**config.mk**
```make
export PLATFORM = sky130hd
export DESIGN_NAME = ordered_list_store_core
export DESIGN_NICKNAME = d
export VERILOG_FILES = /design/src/rtl/core/ols_pkg.sv /design/src/rtl/core/ols_ram.sv /design/src/rtl/core/ols_dp.sv /design/src/rtl/core/ols_ctrl.sv /design/src/rtl/core/ordered_list_store_core.sv
export SDC_FILE = /design/constraint.sdc
export NUM_CORES = 1
export LEC_CHECK = 0
export BUFFER_PORTS_ARGS = -buffer_cell sky130_fd_sc_hd__buf_2
export CAP_MARGIN = 10
export CELL_PAD_IN_SITES_DETAIL_PLACEMENT = 0
export CELL_PAD_IN_SITES_GLOBAL_PLACEMENT = 1
export CORE_MARGIN = 2
export CORE_UTILIZATION = 50
export DETAILED_ROUTE_END_ITERATION = 16
export GPL_TIMING_DRIVEN = 0
export PLACE_DENSITY_LB_ADDON = 0.08
export SYNTH_ARGS = -nofsm -noshare
export SYNTH_HDL_FRONTEND = slang
export SYNTH_SLANG_ARGS = --single-unit
```
**constraint.sdc**
```tcl
create_clock -name clk -period 4.4 [get_ports clk]
set_input_delay 0.66 -clock clk [delete_from_list [all_inputs] [get_ports clk]]
set_output_delay 0.66 -clock clk [all_outputs]
set_load 0.05 [all_outputs]
```
**src/rtl/core/ols_pkg.sv**
```systemverilog
package ols_pkg;

  localparam int DEPTH_DEF = 16;
  localparam int DATA_W    = 32;
  localparam int CMD_W     = 3;
  localparam int STAT_W    = 2;

  typedef enum logic [CMD_W-1:0] {
    CMD_APPEND   = 3'd0,
    CMD_LIST     = 3'd1,
    CMD_RM_HEAD  = 3'd2,
    CMD_RM_TAIL  = 3'd3,
    CMD_RM_AFTER = 3'd4
  } cmd_t;

  typedef enum logic [STAT_W-1:0] {
    ST_OK    = 2'd0,
    ST_FULL  = 2'd1,
    ST_EMPTY = 2'd2,
    ST_MISS  = 2'd3
  } status_t;

  typedef enum logic [2:0] {
    S_IDLE,
    S_DISPATCH,
    S_LIST,
    S_SEARCH,
    S_SHIFT
  } state_t;

  // controller -> datapath
  typedef struct packed {
    logic    walk_init;   // read entry 0, next read at 1
    logic    walk;        // read next entry if any remain
    logic    shift_head;  // close gap at position 0
    logic    shift_match; // close gap after the matched entry
    logic    shift_wr;    // write returned entry one place lower
    logic    append;
    logic    dec_count;
    logic    emit;
    logic    emit_list;   // result carries the returned entry
    status_t status;
    logic    last;
  } dp_cmd_t;

  // datapath -> controller
  typedef struct packed {
    logic empty;
    logic full;
    logic rd_more;
    logic dvld;
    logic match;
    logic at_tail;
  } dp_stat_t;

endpackage

```
**src/rtl/core/ols_ram.sv**
```systemverilog
module ols_ram #(
  parameter int WIDTH = 32,
  parameter int DEPTH = 16
) (
  input  logic                     clk,
  input  logic                     we,
  input  logic [$clog2(DEPTH)-1:0] waddr,
  input  logic [WIDTH-1:0]         wdata,
  input  logic [$clog2(DEPTH)-1:0] raddr,
  output logic [WIDTH-1:0]         rdata
);

  logic [WIDTH-1:0] mem [DEPTH];

  always_ff @(posedge clk) begin
    if (we) begin
      mem[waddr] <= wdata;
    end
    rdata <= mem[raddr];
  end

endmodule

```
**src/rtl/core/ols_dp.sv**
```systemverilog
module ols_dp #(
  parameter int DEPTH = ols_pkg::DEPTH_DEF
) (
  input  logic                               clk,
  input  logic                               rst_n,
  input  logic                               load,
  input  logic signed [ols_pkg::DATA_W-1:0]  in_value,
  input  ols_pkg::dp_cmd_t                   cmd,
  output ols_pkg::dp_stat_t                  stat,
  output logic                               out_strobe,
  output logic signed [ols_pkg::DATA_W-1:0]  out_value_res,
  output logic [ols_pkg::STAT_W-1:0]         out_status,
  output logic                               out_last
);

  localparam int IW = $clog2(DEPTH);
  localparam int CW = $clog2(DEPTH + 1);

  logic [ols_pkg::DATA_W-1:0] key_r, key_nxt;
  logic [CW-1:0]              count_r, count_nxt;
  logic [CW-1:0]              rptr_r, rptr_nxt;
  logic [IW-1:0]              dptr_r, dptr_nxt;
  logic                       dvld_r, dvld_nxt;
  logic                       ostb_r, ostb_nxt;
  logic [ols_pkg::DATA_W-1:0] oval_r, oval_nxt;
  logic [ols_pkg::STAT_W-1:0] ostat_r, ostat_nxt;
  logic                       olast_r, olast_nxt;

  logic                       rd_more;
  logic                       rd_en;
  logic [IW-1:0]              raddr;
  logic                       we;
  logic [IW-1:0]              waddr;
  logic [ols_pkg::DATA_W-1:0] wdata;
  logic [ols_pkg::DATA_W-1:0] rdata;

  ols_ram #(
    .WIDTH (ols_pkg::DATA_W),
    .DEPTH (DEPTH)
  ) u_ram (
    .clk   (clk),
    .we    (we),
    .waddr (waddr),
    .wdata (wdata),
    .raddr (raddr),
    .rdata (rdata)
  );

  assign rd_more = rptr_r < count_r;

  always_comb begin
    rd_en = cmd.walk_init | (cmd.walk & rd_more);
    raddr = cmd.walk_init ? '0 : rptr_r[IW-1:0];
    we    = 1'b0;
    waddr = count_r[IW-1:0];
    wdata = key_r;
    if (cmd.append) begin
      we = 1'b1;
    end else if (cmd.shift_wr && dvld_r) begin
      we    = 1'b1;
      waddr = dptr_r - IW'(1);
      wdata = rdata;
    end
  end

  always_comb begin
    key_nxt   = load ? in_value : key_r;
    count_nxt = count_r;
    if (cmd.append) begin
      count_nxt = count_r + CW'(1);
    end else if (cmd.dec_count) begin
      count_nxt = count_r - CW'(1);
    end
    rptr_nxt = rptr_r;
    if (cmd.walk_init || cmd.shift_head) begin
      rptr_nxt = CW'(1);
    end else if (cmd.shift_match) begin
      rptr_nxt = CW'(dptr_r) + CW'(2);
    end else if (rd_en) begin
      rptr_nxt = rptr_r + CW'(1);
    end
    dvld_nxt  = rd_en;
    dptr_nxt  = rd_en ? raddr : dptr_r;
    ostb_nxt  = cmd.emit;
    oval_nxt  = cmd.emit_list ? rdata : '0;
    ostat_nxt = cmd.status;
    olast_nxt = cmd.last;
  end

  always_ff @(posedge clk) begin
    if (!rst_n) begin
      count_r <= '0;
      rptr_r  <= '0;
      dvld_r  <= 1'b0;
      ostb_r  <= 1'b0;
    end else begin
      count_r <= count_nxt;
      rptr_r  <= rptr_nxt;
      dvld_r  <= dvld_nxt;
      ostb_r  <= ostb_nxt;
    end
  end

  always_ff @(posedge clk) begin
    key_r   <= key_nxt;
    dptr_r  <= dptr_nxt;
    oval_r  <= oval_nxt;
    ostat_r <= ostat_nxt;
    olast_r <= olast_nxt;
  end

  always_comb begin
    stat.empty   = count_r == '0;
    stat.full    = count_r == CW'(DEPTH);
    stat.rd_more = rd_more;
    stat.dvld    = dvld_r;
    stat.match   = dvld_r && (rdata == key_r);
    stat.at_tail = CW'(dptr_r) == (count_r - CW'(1));
  end

  assign out_strobe    = ostb_r;
  assign out_value_res = oval_r;
  assign out_status    = ostat_r;
  assign out_last      = olast_r;

endmodule

```
**src/rtl/core/ols_ctrl.sv**
```systemverilog
module ols_ctrl (
  input  logic                        clk,
  input  logic                        rst_n,
  input  logic                        start,
  input  logic [ols_pkg::CMD_W-1:0]   in_command,
  input  ols_pkg::dp_stat_t           stat,
  output ols_pkg::dp_cmd_t            cmd,
  output logic                        load,
  output logic                        busy
);

  ols_pkg::state_t            state_r, state_nxt;
  logic [ols_pkg::CMD_W-1:0]  opc_r, opc_nxt;

  assign busy = state_r != ols_pkg::S_IDLE;
  assign load = start && !busy;

  always_comb begin
    state_nxt = state_r;
    opc_nxt   = load ? in_command : opc_r;
    case (state_r)
      ols_pkg::S_IDLE: begin
        if (load) begin
          state_nxt = ols_pkg::S_DISPATCH;
        end
      end
      ols_pkg::S_DISPATCH: begin
        state_nxt = ols_pkg::S_IDLE;
        case (opc_r)
          ols_pkg::CMD_LIST: begin
            if (!stat.empty) state_nxt = ols_pkg::S_LIST;
          end
          ols_pkg::CMD_RM_HEAD: begin
            if (!stat.empty) state_nxt = ols_pkg::S_SHIFT;
          end
          ols_pkg::CMD_RM_AFTER: begin
            if (!stat.empty) state_nxt = ols_pkg::S_SEARCH;
          end
          default: state_nxt = ols_pkg::S_IDLE;
        endcase
      end
      ols_pkg::S_LIST: begin
        if (stat.dvld && stat.at_tail) state_nxt = ols_pkg::S_IDLE;
      end
      ols_pkg::S_SEARCH: begin
        if (stat.dvld) begin
          if (stat.at_tail) begin
            state_nxt = ols_pkg::S_IDLE;
          end else if (stat.match) begin
            state_nxt = ols_pkg::S_SHIFT;
          end
        end
      end
      ols_pkg::S_SHIFT: begin
        if (!stat.dvld && !stat.rd_more) state_nxt = ols_pkg::S_IDLE;
      end
      default: state_nxt = ols_pkg::S_IDLE;
    endcase
  end

  always_comb begin
    cmd        = '0;
    cmd.status = ols_pkg::ST_OK;
    case (state_r)
      ols_pkg::S_DISPATCH: begin
        case (opc_r)
          ols_pkg::CMD_APPEND: begin
            cmd.emit   = 1'b1;
            cmd.last   = 1'b1;
            cmd.append = !stat.full;
            if (stat.full) cmd.status = ols_pkg::ST_FULL;
          end
          ols_pkg::CMD_LIST, ols_pkg::CMD_RM_AFTER: begin
            if (stat.empty) begin
              cmd.emit   = 1'b1;
              cmd.last   = 1'b1;
              cmd.status = ols_pkg::ST_EMPTY;
            end else begin
              cmd.walk_init = 1'b1;
            end
          end
          ols_pkg::CMD_RM_HEAD: begin
            if (stat.empty) begin
              cmd.emit   = 1'b1;
              cmd.last   = 1'b1;
              cmd.status = ols_pkg::ST_EMPTY;
            end else begin
              cmd.shift_head = 1'b1;
            end
          end
          ols_pkg::CMD_RM_TAIL: begin
            cmd.emit      = 1'b1;
            cmd.last      = 1'b1;
            cmd.dec_count = !stat.empty;
            if (stat.empty) cmd.status = ols_pkg::ST_EMPTY;
          end
          default: cmd = cmd;
        endcase
      end
      ols_pkg::S_LIST: begin
        cmd.walk      = 1'b1;
        cmd.emit      = stat.dvld;
        cmd.emit_list = 1'b1;
        cmd.last      = stat.at_tail;
      end
      ols_pkg::S_SEARCH: begin
        if (stat.dvld && stat.at_tail) begin
          // key absent, or first match sits at the tail
          cmd.emit   = 1'b1;
          cmd.last   = 1'b1;
          cmd.status = ols_pkg::ST_MISS;
        end else if (stat.match) begin
          cmd.shift_match = 1'b1;
        end else begin
          cmd.walk = 1'b1;
        end
      end
      ols_pkg::S_SHIFT: begin
        cmd.walk     = 1'b1;
        cmd.shift_wr = 1'b1;
        if (!stat.dvld && !stat.rd_more) begin
          cmd.dec_count = 1'b1;
          cmd.emit      = 1'b1;
          cmd.last      = 1'b1;
        end
      end
      default: cmd = cmd;
    endcase
  end

  always_ff @(posedge clk) begin
    if (!rst_n) begin
      state_r <= ols_pkg::S_IDLE;
    end else begin
      state_r <= state_nxt;
    end
  end

  always_ff @(posedge clk) begin
    opc_r <= opc_nxt;
  end

endmodule

```
**src/rtl/core/ordered_list_store_core.sv**
```systemverilog
// Channel  | Ports                                      | Handshake
// ---------+--------------------------------------------+---------------------------
// input    | in_command, in_value                       | start high, busy low
// result   | out_value_res, out_status, out_last        | out_strobe, one cycle each
//
// Append and remove tail issue their result beat in the dispatch state, through the output register.
// List gives one beat per entry, one beat per cycle, head first.
// Remove head and remove after walk the RAM's single read port, one entry a cycle:
// search and gap closing touch each entry at most once.
// Synchronous reset empties the list; the RAM itself is not cleared.
// Result beats cannot be held off; the next command may start while the final beat shows.
module ordered_list_store_core #(
  parameter int DEPTH = ols_pkg::DEPTH_DEF
) (
  input  logic                               clk,
  input  logic                               rst_n,
  input  logic                               start,
  output logic                               busy,
  input  logic [ols_pkg::CMD_W-1:0]          in_command,
  input  logic signed [ols_pkg::DATA_W-1:0]  in_value,
  output logic                               out_strobe,
  output logic signed [ols_pkg::DATA_W-1:0]  out_value_res,
  output logic [ols_pkg::STAT_W-1:0]         out_status,
  output logic                               out_last
);

  ols_pkg::dp_cmd_t  dp_cmd;
  ols_pkg::dp_stat_t dp_stat;
  logic              load;

  ols_ctrl u_ctrl (
    .clk        (clk),
    .rst_n      (rst_n),
    .start      (start),
    .in_command (in_command),
    .stat       (dp_stat),
    .cmd        (dp_cmd),
    .load       (load),
    .busy       (busy)
  );

  ols_dp #(
    .DEPTH (DEPTH)
  ) u_dp (
    .clk           (clk),
    .rst_n         (rst_n),
    .load          (load),
    .in_value      (in_value),
    .cmd           (dp_cmd),
    .stat          (dp_stat),
    .out_strobe    (out_strobe),
    .out_value_res (out_value_res),
    .out_status    (out_status),
    .out_last      (out_last)
  );

endmodule

```
# Word-level counts from Yosys, hierarchy flattened
# Memory sizes are Yosys's and may differ from the RTL's. A register that Yosys moved wholly into a read port is not among the register bits.
# Cells that the tools add are included.
# Widths: inputs -> output; s select.
word_totals:
  ff_bits: 89
  latch_bits: 0
  ramBits: 512
  romBits: 0
  inputBits: 38
  output_inout_bits: 37
  word_cells: 117
  n_memories: 1
classes:
  n_addsub: 5
  n_mul: 0
  n_div: 0
  order_cmp: 1
  n_eq_ne: 16
  n_shift: 0
  n_mux: 55
  n_bitwise: 3
  n_reduce_logical: 24
memory_table:
  columns: ["name", "words", "width", "rd", "rd_ports_with_merged_regs", "wr", "line_no", "rtl"]
  rows:
  - ["u_dp.u_ram.mem", 16, 32, 1, 1, 1, "ols_ram.sv:13", "logic [WIDTH-1:0] mem [DEPTH];"]
op_table:
  columns: ["operator", "n"]
  rows:
  - ["$mux 32", 2]
  - ["$eq 32x32->1", 1]
  - ["$mux 3", 9]
  - ["$mux 1", 24]
  - ["$mux 5", 4]
  - ["$pmux 3 s3", 2]
  - ["$pmux 3 s5", 1]
  - ["$eq 3x2->1 const B", 4]
  - ["$mux 4", 3]
  - ["$add 5x1->5 const B", 2]
  - ["$mux 2", 4]
  - ["$ne 2x1->1 const B", 4]
  - ["$pmux 1 s4", 2]
  - ["$reduce_or 2->1", 4]
  - ["$eq 3x1->1 const B", 2]
  - ["$eq 3x3->1 const B", 2]
  - ["$logic_not 3->1", 2]
  - ["$pmux 1 s2", 3]
  - ["$reduce_bool 3->1", 2]
  - ["$add 4x2->5 const B", 1]
  - ["$eq 4x5->1", 1]
  - ["$eq 5x5->1 const B", 1]
  - ["$logic_and 1x1->1", 5]
  - ["$logic_not 1->1", 5]
  - ["other kinds (13)", 14]

# Longest topological paths before layout
logic_depth:
  depth_word: 10
  mapped_depth: 13

# Hierarchy
# A second synthesis with hierarchy kept.
hier_totals:
  cells_unflattened: 1218
  area_unflattened_um2: 24076.8
by_module_without_submodules:
  columns: ["mod", "instances", "cells_per_inst", "area_each_um2", "seq_area_each_um2"]
  rows:
  - ["ols_ram", 1, 838, 19835.3, 16015.4]
  - ["ols_dp", 1, 317, 3746.1, 2021.9]
  - ["ols_ctrl", 1, 63, 495.5, 150.1]

# Worst setup path before layout
# Ideal clock, no wire load.
synth_timing:
  kind: "register to register"
  startpoint: "register u_dp.count_r[0]"
  endpoint: "memory u_dp.u_ram.mem[10][0], enable pin"
  arrival_ns: 3.020
  path_slack_ns: 0.959
  stages_incl_launch_ff: 9
  period_less_slack_ns: 3.441
  cell_sequence: "dfxtp_1 > buf_2 > inv_1 > ha_1 > nor3b_2 > a21oi_2 > nand2_1 > o22a_1 > nor2_1"
synth_between:
  elab_chain_len: 7
  word_cells_on_any_way: 9
  classes_between: "eq/ne: 1; mux: 7; reduce/logical: 1"
synth_rtl:
  columns: ["item", "line_no", "rtl"]
  rows:
  - ["from (decl)", "ols_dp.sv:20", "logic [CW-1:0] count_r, count_nxt;"]
  - ["from (signal assigned)", "ols_dp.sv:97", "count_r <= count_nxt;"]
  - ["$eq 5x5->1", "ols_dp.sv:114", "stat.full = count_r == CW'(DEPTH);"]
  - ["$logic_not 1->1", "ols_ctrl.sv:70", "cmd.append = !stat.full;"]
  - ["$mux 1", "ols_ctrl.sv:66", "case (opc_r)"]
  - ["$mux 1", "ols_ctrl.sv:64", "case (state_r)"]
  - ["$mux 1", "ols_dp.sv:57", "if (cmd.append) begin"]
  - ["$mux 1", "ols_ram.sv:16", "if (we) begin"]
  - ["$mux 1 (implied by the code)", "ols_ram.sv:17", "mem[waddr] <= wdata;"]
  - ["to (decl)", "ols_ram.sv:13", null]
# Several ways; a longest one is shown, not always the timed one.

# Worst setup path in the final report
layout_timing:
  startpoint: "register u_dp.count_r[0]"
  endpoint: "register u_dp.u_ram.rdata[19] (read register of u_dp.u_ram.mem)"
layout_between:
  elab_chain_len: 5
layout_rtl:
  columns: ["item", "line_no", "rtl"]
  rows:
  - ["$logic_not 5->1", "ols_dp.sv:113", "stat.empty = count_r == '0;"]
  - ["$mux 1", "ols_ctrl.sv:74", "if (stat.empty) begin"]
  - ["$mux 1", "ols_ctrl.sv:66", null]
  - ["$mux 1", "ols_ctrl.sv:64", null]
  - ["$mux 4", "ols_dp.sv:53", "raddr = cmd.walk_init ? '0 : rptr_r[IW-1:0];"]
  - ["to (decl)", "ols_ram.sv:10", "output logic [WIDTH-1:0] rdata"]
# No other way between the ends.
# A chain may end at the register's enable or synchronous reset.

==> flow_summary.ini <==
[synthesis]
ys.flop_type = edfxtp_1
synthArstFlopShare_pct = 0
ys_seq_area_share_pct = 71.7
synth_seq_cells = 633
syn-cell-area_um2 = 25400
synth_nets = 1747
synth_edf_count = 551
ys_types = 60
avgSynthCellArea_um2 = 14.9
netlist_instances = 1698
synth_warnings = 0

[clock_tree]
clockBufferDepth = 3
holdBufCountCts = 0
cts_buffers = 68
cts_tree = built
clk_latency_ns = 0.60
htree_levels = 3
cts.sinks = 633
postCtsResizedCells = 0
cts-root-buf = clkbuf_16
path_clk_slew_ns = 0.06
cts_post_setup_buffers_inserted = 0

[drt]
wl_per_cell_um = 26.7
drt-initial-drc-count = 1604
final_antenna_net_count = 0
dr.pass1.iters = 5
drc = 0
num_vias = 15304
routed_wl_um = 69000
routed_via_density = 5.92

[sta]
min_period_ns = 3.71
slew_headroom_pct = 20.0
rsz0062_at_grt = false
drv_slew = 0
fin_worst_skew_ns = 0.0231
worst_pin_slew_ns = 1.20
post-route-period-util_pct = 84.3
finalHoldViolCount = 0
fmax_mhz = 270
setup_violations = 0

[finish]
nets = 1909
final_area_um2 = 29400
n_antenna_cell = 0
fill_cells = 3879
multiInputGateArea_um2 = 6810
fin_cells = 2584
drive_gt1_share_pct = 19.7
syn_to_final_growth_pct = 15.9
regArea_um2 = 18200

[power_and_ir_drop]
p_leak_uw = 0.00971
powerDensity_nw_per_um2 = 441
p_total_uw = 13000
ir_drop_uv = 449

[floorplan]
die_x_um = 229
start_util_pct = 50.6
dieArea_um2 = 52600
io_pins = 75
rows = 82
core_area_um2 = 50200
die_h_um = 229

[placed_design]
numPortBuffers = 74
placed_area_um2 = 27100
gp_congestion = 0.858
dpl.hpwl_um = 46900
dp.cells = 2462

[critical_path]
r2r_start = u_dp.count_r[0]$_SDFFE_PN0P_
startpoint_type = register
crit_start = u_dp.count_r[0]$_SDFFE_PN0P_
critical_path_class = register to register
worstPathArrival_ns = 4.21
endpoint_kind = register
critPathMaxFanout = 10
crit_required_ns = 4.90

[grt]
busiest_layer = met2
grt_max_degree = 23
antenna_found_initial = 1
grt_util_met2_pct = 44.2
grt_pass1_vias = 15282
overflow = 0
grt_first_pass_wirelength_um = 102000
grt_use_met1_pct = 36.4
grt_use_total_pct = 26.5
use_met3_pct = 3.87

[min_path]
holdCritStartpoint = in_value[10]
min_path_type = input port to register

[flow_run]
max_cap_violations = 0

[run_status]
outcome = complete, no violations
==> power by group <==
part / switching (uW) / total, uW / internal [uW]
sequential: 40.1 / 6620 / 6580
combinational: 314 / 461 / 147
clock: 2310 / 5890 / 3580
total: 2660 / 13000 / 10300
==> path summary, 6_finish.rpt <==
path,end,slack (ns),depth (start not counted)
setup / recovery,u_dp.u_ram.rdata[19]$_DFF_P_,0.69,13
hold / removal,u_dp.key_r[10]$_DFFE_PP_,0.23,1
hold reg to reg,u_dp.out_value_res[6]$_SDFF_PP0_,0.50,1
setup reg to reg,u_dp.u_ram.rdata[19]$_DFF_P_,0.69,13
==> critical path, cell delays in order (launching register included) <==
cell and delay (ns):
dfxtp_1 0.33, buf_2 0.20, inv_1 0.11, ha_1 0.29, nor4b_4 0.18, nor2b_2 0.23, nand2_1 0.36, nand2_1 0.26
buf_2 0.33, clkbuf_1 0.65, a21oi_1 0.06, o21ai_0 0.15, o21ai_0 0.20, o21ai_0 0.25
==> final cells by class <==
class | count | area share [%]
sequential | 633 | 61.9
multi-input combinational | 941 | 23.2
clock buffer | 97 | 6.68
inverter | 16 | 0.204
buffer | 108 | 1.51
tap | 672 | 2.86
timing repair buffer | 92 | 2.56
clock inverter | 25 | 1.18
==> cell usage after synthesis, types with 4 or more instances <==
cell type / count / share of area [%]
a21oi_1: 180 / 3.6
a221oi_1: 32 / 1.1
and2_1: 38 / 0.94
and3_1: 36 / 0.89
buf_1: 16 / 0.24
buf_2: 16 / 0.32
buf_4: 4 / 0.12
clkbuf_1: 71 / 1.1
dfxtp_1: 82 / 6.5
edfxtp_1: 551 / 65
ha_1: 11 / 0.54
inv_1: 15 / 0.22
mux2_2: 128 / 5.7
mux2i_1: 98 / 3.9
nand2_1: 57 / 0.84
nand2b_1: 4 / 0.099
nand3_1: 39 / 0.77
nand4_1: 6 / 0.15
nor2_1: 37 / 0.55
nor4_1: 5 / 0.12
o21ai_0: 94 / 1.9
o21ai_1: 47 / 0.93
o221ai_1: 33 / 1.1
xnor2_1: 25 / 0.86
xor2_1: 26 / 0.90
==> flip-flops by register name, summed over array words and instances, names as in the netlist, 2 cells and up <==
| signal | cells |
|---|---|
| u_dp.u_ram.mem | 512 |
| u_ctrl.opc_r | 3 |
| u_dp.out_status | 2 |
| u_ctrl.state_r | 3 |
| u_dp.dptr_r | 4 |
| u_dp.rptr_r | 5 |
| u_dp.u_ram.rdata | 32 |
| u_dp.out_value_res | 32 |
| u_dp.key_r | 32 |
| u_dp.count_r | 5 |
==> placed cells by master (no fill, tap or decap), types with 33 or more instances in the layout <==
master       n
o21ai_0     94
o21ai_1     47
mux2i_1     98
nand3_1     39
mux2_2     128
o221ai_1    33
dfxtp_1     82
buf_2       90
a21oi_1    180
clkbuf_16   70
nand2_1     57
clkbuf_1    87
and2_1      37
and3_1      36
edfxtp_1   551
==> through the flow <==
stage | utilization [%] | hold WS [ns] | TNS [ns] | setup WS [ns]
after floorplan | - | 0.467 | 0 | 0.959
after global placement | 53.0 | 0.482 | -519.66 | -1.27
after detailed placement | 54.0 | 0.488 | 0 | 0.580
after CTS | 58.6 | 0.203 | 0 | 0.568
after global routing | 58.6 | 0.204 | 0 | 0.425
final | 58.6 | 0.228 | 0 | 0.690
==> layer usage <==
layer | wire length (um) | share of wire, % | vias to the layer above
met5 | 0 | 0 | -
met4 | 1870 | 2.7 | 0
met3 | 4040 | 5.9 | 125
met2 | 33400 | 48 | 542
met1 | 29700 | 43 | 7765
li1 | - | - | 6872
==> logic make-up (layout without fill, tap and decap cells) <==
group	count (synthesis)	after routing	share of synthesized area [%]
AND/OR/NAND/NOR	245	245	5.20
multiplexers	226	226	9.55
adder cells (fa/ha/maj)	11	11	0.542
XOR/XNOR	51	51	1.76
AO/OA/AOI/OAI	408	408	9.28
flip-flops	633	633	71.7
buffers and inverters	124	338	1.99
Power figures use the tool's default switching activity.
